==> src/design/tpm_pkg.sv <==
// tpm_pkg: shared types and constants for the period-to-rpm median block.
// No dependencies.
package tpm_pkg;

  localparam int unsigned RPM_BITS = 26;
  localparam logic [RPM_BITS-1:0] NUMERATOR_RESET = RPM_BITS'(18000000);

  typedef logic [RPM_BITS-1:0] rpm_t;

  typedef struct packed {
    logic busy;
    logic done;
  } div_stat_t;

endpackage

==> src/design/tpm_if.sv <==
// Channel interfaces for the period-to-rpm median block.
// Depends on tpm_pkg.
interface tpm_period_if #(
  parameter int unsigned PERIOD_BITS = 16
);
  logic                   valid;
  logic                   ready;
  logic [PERIOD_BITS-1:0] period_ticks;
  modport source (output valid, output period_ticks, input ready);
  modport sink   (input valid, input period_ticks, output ready);
endinterface

interface tpm_rpm_if;
  logic          valid;
  logic          ready;
  tpm_pkg::rpm_t median_rpm;
  modport source (output valid, output median_rpm, input ready);
  modport sink   (input valid, input median_rpm, output ready);
endinterface

interface tpm_cfg_if;
  logic          valid;
  logic          ready;
  tpm_pkg::rpm_t rpm_numerator;
  modport source (output valid, output rpm_numerator, input ready);
  modport sink   (input valid, input rpm_numerator, output ready);
endinterface

==> src/design/tpm_div.sv <==
// tpm_div: bit-serial restoring divider, one quotient bit per cycle.
// Depends on tpm_pkg.
module tpm_div #(
  parameter int unsigned PERIOD_BITS = 16
) (
  input  logic                   clk,
  input  logic                   rst,
  input  logic                   start,
  input  tpm_pkg::rpm_t          numerator,
  input  logic [PERIOD_BITS-1:0] divisor,
  output tpm_pkg::rpm_t          quotient,
  output tpm_pkg::div_stat_t     stat
);

  localparam int unsigned CNT_W = $clog2(tpm_pkg::RPM_BITS);

  logic                   busy;
  logic                   done;
  logic [CNT_W-1:0]       cnt;
  tpm_pkg::rpm_t          num_sh;
  tpm_pkg::rpm_t          quo;
  logic [PERIOD_BITS-1:0] rem;
  logic [PERIOD_BITS-1:0] dvs;
  logic                   dvs_zero;
  logic [PERIOD_BITS:0]   trial;
  logic                   fits;

  assign trial = {rem, num_sh[tpm_pkg::RPM_BITS-1]};
  assign fits  = trial >= {1'b0, dvs};

  always_ff @(posedge clk) begin
    if (rst) begin
      busy <= 1'b0;
      done <= 1'b0;
      cnt  <= '0;
    end else begin
      done <= 1'b0;
      if (start) begin
        busy <= 1'b1;
        cnt  <= CNT_W'(tpm_pkg::RPM_BITS - 1);
      end else if (busy) begin
        cnt <= cnt - 1'b1;
        if (cnt == '0) begin
          busy <= 1'b0;
          done <= 1'b1;
        end
      end
    end
  end

  always_ff @(posedge clk) begin
    if (start) begin
      num_sh   <= numerator;
      dvs      <= divisor;
      dvs_zero <= divisor == '0;
      rem      <= '0;
      quo      <= '0;
    end else if (busy) begin
      num_sh <= {num_sh[tpm_pkg::RPM_BITS-2:0], 1'b0};
      quo    <= {quo[tpm_pkg::RPM_BITS-2:0], fits};
      if (fits) begin
        rem <= PERIOD_BITS'(trial - {1'b0, dvs});
      end else begin
        rem <= trial[PERIOD_BITS-1:0];
      end
    end
  end

  assign quotient  = dvs_zero ? '0 : quo;
  assign stat.busy = busy;
  assign stat.done = done;

endmodule

==> src/design/tpm_median.sv <==
// tpm_median: rpm window shift line and rank scan, one candidate per cycle.
// Depends on tpm_pkg.
module tpm_median #(
  parameter int unsigned WINDOW_LEN = 5
) (
  input  logic          clk,
  input  logic          rst,
  input  logic          push,
  input  tpm_pkg::rpm_t rpm_value,
  output tpm_pkg::rpm_t median,
  output logic          done
);

  localparam int unsigned IDX_W = $clog2(WINDOW_LEN);
  localparam int unsigned CW    = $clog2(WINDOW_LEN + 1);
  localparam logic [CW-1:0] MID = CW'(WINDOW_LEN / 2);

  tpm_pkg::rpm_t    win [WINDOW_LEN];
  logic             scanning;
  logic [IDX_W-1:0] idx;
  tpm_pkg::rpm_t    cand;
  logic [CW-1:0]    less_cnt;
  logic [CW-1:0]    leq_cnt;
  logic             hit;

  assign cand = win[idx];

  always_comb begin
    less_cnt = '0;
    leq_cnt  = '0;
    for (int j = 0; j < WINDOW_LEN; j++) begin
      less_cnt = less_cnt + CW'(win[j] < cand);
      leq_cnt  = leq_cnt + CW'(win[j] <= cand);
    end
  end

  assign hit = (less_cnt <= MID) && (leq_cnt > MID);

  always_ff @(posedge clk) begin
    if (rst) begin
      for (int i = 0; i < WINDOW_LEN; i++) begin
        win[i] <= '0;
      end
      scanning <= 1'b0;
      done     <= 1'b0;
      idx      <= '0;
    end else begin
      done <= 1'b0;
      if (push) begin
        for (int i = 0; i < WINDOW_LEN - 1; i++) begin
          win[i] <= win[i+1];
        end
        win[WINDOW_LEN-1] <= rpm_value;
        scanning <= 1'b1;
        idx      <= '0;
      end else if (scanning) begin
        if (hit || idx == IDX_W'(WINDOW_LEN - 1)) begin
          scanning <= 1'b0;
          done     <= 1'b1;
        end else begin
          idx <= idx + 1'b1;
        end
      end
    end
  end

  always_ff @(posedge clk) begin
    if (scanning && hit) begin
      median <= cand;
    end
  end

endmodule

==> src/design/tachometer_period_to_rpm_median.sv <==
// Top level: pulse period to rpm, then median of the last WINDOW_LEN values.
// Depends on tpm_pkg, tpm_if, tpm_div, tpm_median.
//
//  channel | dir | payload                  | request moves
//  period  | in  | period_ticks[PERIOD_BITS] | one measured period
//  rpm     | out | median_rpm[26]           | one median result
//  cfg     | in  | rpm_numerator[26]        | numerator register write
//
// A request passes through the divider, the rank scan and the output register
// in turn; at WINDOW_LEN = 5 the bit-serial divider is the slowest of these steps.
// rst is synchronous; it clears the window and loads numerator 18000000.
// A new request is taken while the previous result waits in the output
// register; the result stage holds until that register is free.
module tachometer_period_to_rpm_median #(
  parameter int unsigned WINDOW_LEN  = 5,
  parameter int unsigned PERIOD_BITS = 16
) (
  input  logic clk,
  input  logic rst,
  tpm_period_if.sink period,
  tpm_rpm_if.source  rpm,
  tpm_cfg_if.sink    cfg
);

  localparam logic [1:0] S_IDLE = 2'd0;
  localparam logic [1:0] S_DIV  = 2'd1;
  localparam logic [1:0] S_MED  = 2'd2;
  localparam logic [1:0] S_OUT  = 2'd3;

  logic [1:0]         state;
  logic [1:0]         state_next;
  tpm_pkg::rpm_t      numerator;
  tpm_pkg::rpm_t      quotient;
  tpm_pkg::rpm_t      median;
  tpm_pkg::div_stat_t div_stat;
  logic               med_done;
  logic               accept;
  logic               load_out;
  logic               out_valid;
  tpm_pkg::rpm_t      out_data;

  assign accept   = period.valid && period.ready;
  assign load_out = (state == S_OUT) && (!out_valid || rpm.ready);

  assign period.ready = state == S_IDLE;
  assign cfg.ready    = 1'b1;
  assign rpm.valid      = out_valid;
  assign rpm.median_rpm = out_data;

  always_ff @(posedge clk) begin
    if (rst) begin
      numerator <= tpm_pkg::NUMERATOR_RESET;
    end else if (cfg.valid) begin
      numerator <= cfg.rpm_numerator;
    end
  end

  tpm_div #(.PERIOD_BITS(PERIOD_BITS)) u_div (
    .clk      (clk),
    .rst      (rst),
    .start    (accept),
    .numerator(numerator),
    .divisor  (period.period_ticks),
    .quotient (quotient),
    .stat     (div_stat)
  );

  tpm_median #(.WINDOW_LEN(WINDOW_LEN)) u_med (
    .clk      (clk),
    .rst      (rst),
    .push     (div_stat.done),
    .rpm_value(quotient),
    .median   (median),
    .done     (med_done)
  );

  always_comb begin
    state_next = state;
    unique case (state)
      S_IDLE: if (accept) state_next = S_DIV;
      S_DIV:  if (div_stat.done) state_next = S_MED;
      S_MED:  if (med_done) state_next = S_OUT;
      S_OUT:  if (load_out) state_next = S_IDLE;
      default: state_next = S_IDLE;
    endcase
  end

  always_ff @(posedge clk) begin
    if (rst) begin
      state     <= S_IDLE;
      out_valid <= 1'b0;
    end else begin
      state <= state_next;
      if (load_out) begin
        out_valid <= 1'b1;
      end else if (rpm.ready) begin
        out_valid <= 1'b0;
      end
    end
  end

  always_ff @(posedge clk) begin
    if (load_out) begin
      out_data <= median;
    end
  end

endmodule

==> src/flat_wrapper.sv <==
// flat-port wrapper written by rule: the top's interface ports become plain ports
module tachometer_period_to_rpm_median_flat 
#(
  parameter int unsigned WINDOW_LEN  = 5,
  parameter int unsigned PERIOD_BITS = 16
)
  (clk, rst, period_valid, period_period_ticks, period_ready, rpm_valid, rpm_median_rpm, rpm_ready, cfg_valid, cfg_rpm_numerator, cfg_ready);
  tpm_period_if #(.PERIOD_BITS(PERIOD_BITS)) period_i ();
  tpm_rpm_if rpm_i ();
  tpm_cfg_if cfg_i ();
  input  logic clk;
  input  logic rst;
  input wire logic [$bits(period_i.valid)-1:0] period_valid;
  input wire logic [$bits(period_i.period_ticks)-1:0] period_period_ticks;
  output wire logic [$bits(period_i.ready)-1:0] period_ready;
  output wire logic [$bits(rpm_i.valid)-1:0] rpm_valid;
  output wire logic [$bits(rpm_i.median_rpm)-1:0] rpm_median_rpm;
  input wire logic [$bits(rpm_i.ready)-1:0] rpm_ready;
  input wire logic [$bits(cfg_i.valid)-1:0] cfg_valid;
  input wire logic [$bits(cfg_i.rpm_numerator)-1:0] cfg_rpm_numerator;
  output wire logic [$bits(cfg_i.ready)-1:0] cfg_ready;
  assign period_i.valid = period_valid;
  assign period_i.period_ticks = period_period_ticks;
  assign period_ready = period_i.ready;
  assign rpm_valid = rpm_i.valid;
  assign rpm_median_rpm = rpm_i.median_rpm;
  assign rpm_i.ready = rpm_ready;
  assign cfg_i.valid = cfg_valid;
  assign cfg_i.rpm_numerator = cfg_rpm_numerator;
  assign cfg_ready = cfg_i.ready;
  tachometer_period_to_rpm_median #(.WINDOW_LEN(WINDOW_LEN), .PERIOD_BITS(PERIOD_BITS)) u_core (.clk(clk), .rst(rst), .period(period_i), .rpm(rpm_i), .cfg(cfg_i));
endmodule
==> config.mk <==
export PLATFORM = sky130hd
export DESIGN_NAME = tachometer_period_to_rpm_median_flat
export DESIGN_NICKNAME = d
export VERILOG_FILES = /design/src/design/tpm_pkg.sv /design/src/design/tpm_if.sv /design/src/design/tpm_div.sv /design/src/design/tpm_median.sv /design/src/design/tachometer_period_to_rpm_median.sv /design/src/flat_wrapper.sv
export SDC_FILE = /design/constraint.sdc
export NUM_CORES = 1
export LEC_CHECK = 0
export BUFFER_PORTS_ARGS = -buffer_cell sky130_fd_sc_hd__buf_4
export CAP_MARGIN = 25
export CORE_MARGIN = 2
export CORE_UTILIZATION = 50
export DETAILED_ROUTE_END_ITERATION = 8
export PLACE_DENSITY_LB_ADDON = 0.25
export RECOVER_POWER = 25
export SETUP_SLACK_MARGIN = 0.4
export SLEW_MARGIN = 5
export SYNTH_ARGS = -nofsm -noshare
export SYNTH_HDL_FRONTEND = slang
export SYNTH_SLANG_ARGS = --single-unit
export TNS_END_PERCENT = 1
==> constraint.sdc <==
create_clock -name clk -period 15.2 [get_ports clk]
set_input_delay 0.76 -clock clk [delete_from_list [all_inputs] [get_ports clk]]
set_output_delay 0.76 -clock clk [all_outputs]
set_load 0.01 [all_outputs]
After elaboration in Yosys (flattened, before gate mapping). Memories as Yosys holds them, arrays and structs flattened. A register that Yosys moved wholly into a read port is not among the register bits. Cells that the tools add are included.

Mux-type cells: 33. Equality and inequality tests: 8. Bitwise operators: 8. $lt $le $gt $ge: 13. Add/sub/neg operators: 11. Reduce and logical (&&, ||, !) cells: 18.

Operators by type and width (count): $mux W26 (8); $le A26 B26 Y1 (5); $lt A26 B26 Y1 (5); $ge A17 B16 Y1 (1); $logic_not A16 Y1 (1); $mux W16 (1); $sub A16 B16 Y16 (1); $mux W1 (15); $add A3 B1 Y3 (4); $mux W5 (2); $mux W2 (4); $pmux W2 S4 (1); $add A2 B1 Y3 (2); $mux W3 (2); $ne A2 B2 Y1 const B (3); $reduce_or A3 Y1 (2); $logic_not A5 Y1 (1); $or A1 B1 Y1 (5); $sub A5 B1 Y5 const B (1); $add A1 B1 Y2 (2); $eq A2 B2 Y1 const B (2); $logic_and A1 B1 Y1 (4); $reduce_and A4 Y1 (1); $reduce_bool A2 Y1 (2); other kinds (12) (16).

Logic and storage cells: 109. Flip-flop bits (word level): 178. Output and inout port bits: 29. Memories: 1. RAM bits: 130. Bits of input ports: 47.

Memory list: u_core.u_med.win (words 5, width 26, read ports 6, clocked after Yosys merged registers in 1, wr ports 5, line tpm_median.sv:18) `tpm_pkg::rpm_t win [WINDOW_LEN];`.

Depth between registers and ports, before layout. An unclocked memory read counts as a cell.

Word-level depth: 13. Mapped depth: 22. Gate-level depth less buffers: 21.

Cells and area by module. From an unflattened synthesis, not the netlist that was laid out.

Cell total of the unflattened synthesis: 1329. Area total of the unflattened synthesis: 16409.5 µm².

Modules (own cells, without submodules): tpm_median (cells an instance 762, sequential area each 4844.6 µm², instances 1, area each 9738.1 µm²); tpm_div (cells an instance 430, sequential area each 2272.2 µm², instances 1, area each 4654.5 µm²); tachometer_period_to_rpm_median (cells an instance 137, sequential area each 1361.3 µm², instances 1, area each 2016.9 µm²).

Worst setup path before layout. No wires, ideal clock.

Path type: reg2reg. Start point: register (tool-made name). End point: register u_core.u_med.median[0] (enable). Required time: 14.815 ns. Data arrival time: 5.540 ns. Clock period less this slack: 5.925 ns. Buffers on the path: 2. Stages on the path, launching flop included: 18. Setup slack: 9.275 ns. Library setup time: 0.385 ns. Path through: dfxtp_1 buf_2 buf_2 mux4_2 mux2i_1 ha_1 a21oi_1 nor2b_1 a2111oi_0 a21oi_1 o41ai_1 a31oi_1 fa_1 inv_1 fa_1 ha_1 a221oi_1 and2_1.

RTL lines: end signal, assigned (line tpm_median.sv:69) `median <= cand;`; end, declared (line tpm_median.sv:10) `output tpm_pkg::rpm_t median,`.

==> impl_metrics.ini <==
[worst_setup_path]
critPathArrivalTime_ps = 6450
cpPeakStageDelay_ps = 570
end_kind = flop
crit_fanout = 26
reg2regPathDepth = 17
path_cells = buf_4, mux4_2, mux2i_1, ha_1, a21oi_1, nor2b_1, a2111oi_0, a21oi_1, o41ai_1, a31oi_1, fa_1, inv_1, fa_1, ha_1, a221oi_1, and2_1, buf_4
critPathRequiredTime_ps = 15370
worst-path-stages = 17
path_buf_inv = 3
critPathSlowestCell = o41ai_1
cp_top_family = compound AO/OA/AOI/OAI gates
path_class = flop to flop
critPathLaunchType = flop

[timing]
setup_ws_ps = 8920
finClkSkew_ps = 14.0
drv_slew = 118
fmax_mhz = 159
worst_pin_slew_ps = 2130
fin_crit_sh_pct = 41.3
hold_violations = 0
grt_setup_unrepaired = no
max_slew_margin_pct = -42.4
tns_ps = 0
finalCriticalPeriod_ps = 6280
setup_violations = 0

[synth]
synth_edf_count = 225
synth.avg_cell_area_sq_um = 11.8
yosys_most_used_dff = edfxtp_1
ys_seq_area_share_pct = 51.7
synthesis.area_sq_um = 16400
syn-num-nets = 1606
synth-warning-count = 0
synthCells = 1396
synthDistinctLibCells = 73
ys_seq_elements = 311
async_flop_share_pct = 0

[clocking]
cts.sinks = 311
clk_pin_slew_ps = 60
cts_buffer_depth = 3
insertion_delay_ps = 520
cts-root-buf = clkbuf_16
hold_buffers = 0
htreeDepth = 2
cts_tree = yes
post-cts-setup-buffers = 0
cts-resized-gates = 0
cts_buffers = 35

[layout]
mostFrequentLayoutCells = edfxtp_1 (225), ha_1 (158), nand2_1 (115)
nets = 1676
drive_gt1_share_pct = 12.5
mostFrequentLayoutCell = edfxtp_1
diodes = 0
area_delta_synth_final_pct = 12.6
fillers = 2714

[detailed_routing]
ant_nets = 0
met3_length_microns = 1530
via_count = 10700
dr_wl_met2_microns = 16100
wl_met1_microns = 15800
wl_per_cell_microns = 17.5
dr.max_layer_used = met4
via_per_inst = 5.54
drc = 0
drtIter0Drc = 679
wl_microns = 33900
drtPass1Iterations = 6

[placed_design]
io_buffers = 74
dp_hpwl_microns = 24100
dp_slack_ps = 8920
gp_congestion = 0.890

[die]
die_w_microns = 185
num_rows = 66
die_area_sq_um = 34300
initial_core_util_pct = 50.6
core_area_sq_um = 32500
die_h_microns = 185
io_pins = 76

[grt]
antenna_found_initial = 0
grt_usage_pct = 20.5
grt_max_degree = 80
grt_pass1_wl_microns = 55800
grt-ovfl-total = 0
grt_pass1_vias = 10600

[run]
drv_cap = 3

[min_path]
hold_path_depth = 0
hold_class = flop to flop

[run_status]
status = finished with violations
violations = max-capacitance violations, max-slew violations

[pwr]
total_power_mw = 2.59
power_leakage_nw = 7.52
power.density_nw_per_um2 = 140
peakVddDrop_uv = 112
-- sequential cells by signal, indices dropped and copies added, names as in the netlist, 2 cells and up, named ones only --
name,count
u_core.rpm.median_rpm,26
u_core.numerator,26
u_core.u_div.num_sh,26
u_core.u_med.idx,3
u_core.u_div.rem,16
u_core.u_med.median,26
u_core.u_med.win,130
u_core.state,2
u_core.u_div.dvs,16
u_core.u_div.quo,26
u_core.u_div.cnt,5
-- Yosys cell counts (4+ instances only) --
library cell | count | area (sq um)
and2_1 | 130 | 813
o21a_1 | 9 | 67.6
mux2i_1 | 70 | 701
xnor2_1 | 13 | 114
a21o_1 | 28 | 210
a211o_1 | 10 | 87.6
and4_1 | 5 | 43.8
a21oi_1 | 62 | 310
dfxtp_1 | 86 | 1720
nor4_1 | 9 | 56.3
nor3_1 | 17 | 85.1
fa_1 | 5 | 100
nor2b_1 | 21 | 131
nand4_1 | 28 | 175
a31oi_1 | 10 | 62.6
buf_2 | 11 | 55.1
clkbuf_1 | 30 | 113
xor2_1 | 4 | 35.0
ha_1 | 158 | 1980
buf_4 | 4 | 30.0
nand2b_1 | 6 | 37.5
o31ai_1 | 6 | 45.0
buf_1 | 6 | 22.5
edfxtp_1 | 225 | 6760
nand3_1 | 19 | 95.1
o21ai_0 | 41 | 205
inv_1 | 72 | 270
nor2_1 | 82 | 308
mux4_2 | 26 | 586
a41oi_1 | 4 | 35.0
a211oi_1 | 6 | 45.0
and3_1 | 5 | 31.3
o211ai_1 | 8 | 60.1
or2_2 | 5 | 31.3
nand2_1 | 115 | 432
-- per-stage QoR --
stage	std cells	area [sq um]	utilization, %	hold WS [ps]
finish	1935	18500	56.9	417
global route	1935	18500	56.9	423
CTS	1933	18500	57.0	407
detailed placement	1869	17400	53.5	405
global placement	1868	17400	53.5	401
floorplan	1396	16400	-	400
-- cell type report --
type / count / area, sq um / share of cell area [%]
Sequential cell: 311 / 8480 / 45.9
Multi-Input combinational cell: 956 / 7400 / 40.1
Clock buffer: 43 / 957 / 5.18
Timing Repair Buffer: 87 / 648 / 3.51
Tap cell: 442 / 553 / 2.99
Inverter: 75 / 282 / 1.52
Clock inverter: 21 / 156 / 0.846
-- cells by family after synthesis --
family | Yosys count | synth area share [%]
AO/OA/AOI/OAI | 222 | 9.26
XOR/XNOR | 17 | 0.907
adder cells (fa/ha/maj) | 163 | 12.7
buffers and inverters | 129 | 3.26
flip-flops | 311 | 51.7
multiplexers | 96 | 7.84
other | 1 | 0.0228
AND/OR/NAND/NOR | 457 | 14.4
-- routing by layer --
layer / up-vias / global-route usage (%)
met3: 41 / 3.05
li1: 5275 / -
met2: 234 / 33.9
met5: - / 0
met4: 0 / 4.76
met1: 5161 / 28.7
-- path summary, 6_finish.rpt --
check / from / to / slack, ps
worst max-delay path: flop / u_core.u_med.median[11] / 8920
worst min-delay path: u_core.u_med.median[9] / u_core.rpm.median_rpm[9] / 420
worst max register to register: flop / u_core.u_med.median[11] / 8920
worst min register to register: u_core.u_med.median[9] / u_core.rpm.median_rpm[9] / 420
-- where the power goes --
group / internal (mW) / leakage, nW / switching (mW) / total, mW
Clock: 0.469 / 0.552 / 0.339 / 0.808
Combinational: 0.261 / 4.03 / 0.398 / 0.660
Sequential: 1.05 / 2.94 / 0.0706 / 1.12
Total: 1.78 / 7.52 / 0.808 / 2.59
Note: power is estimated with default switching activity, not from simulation.
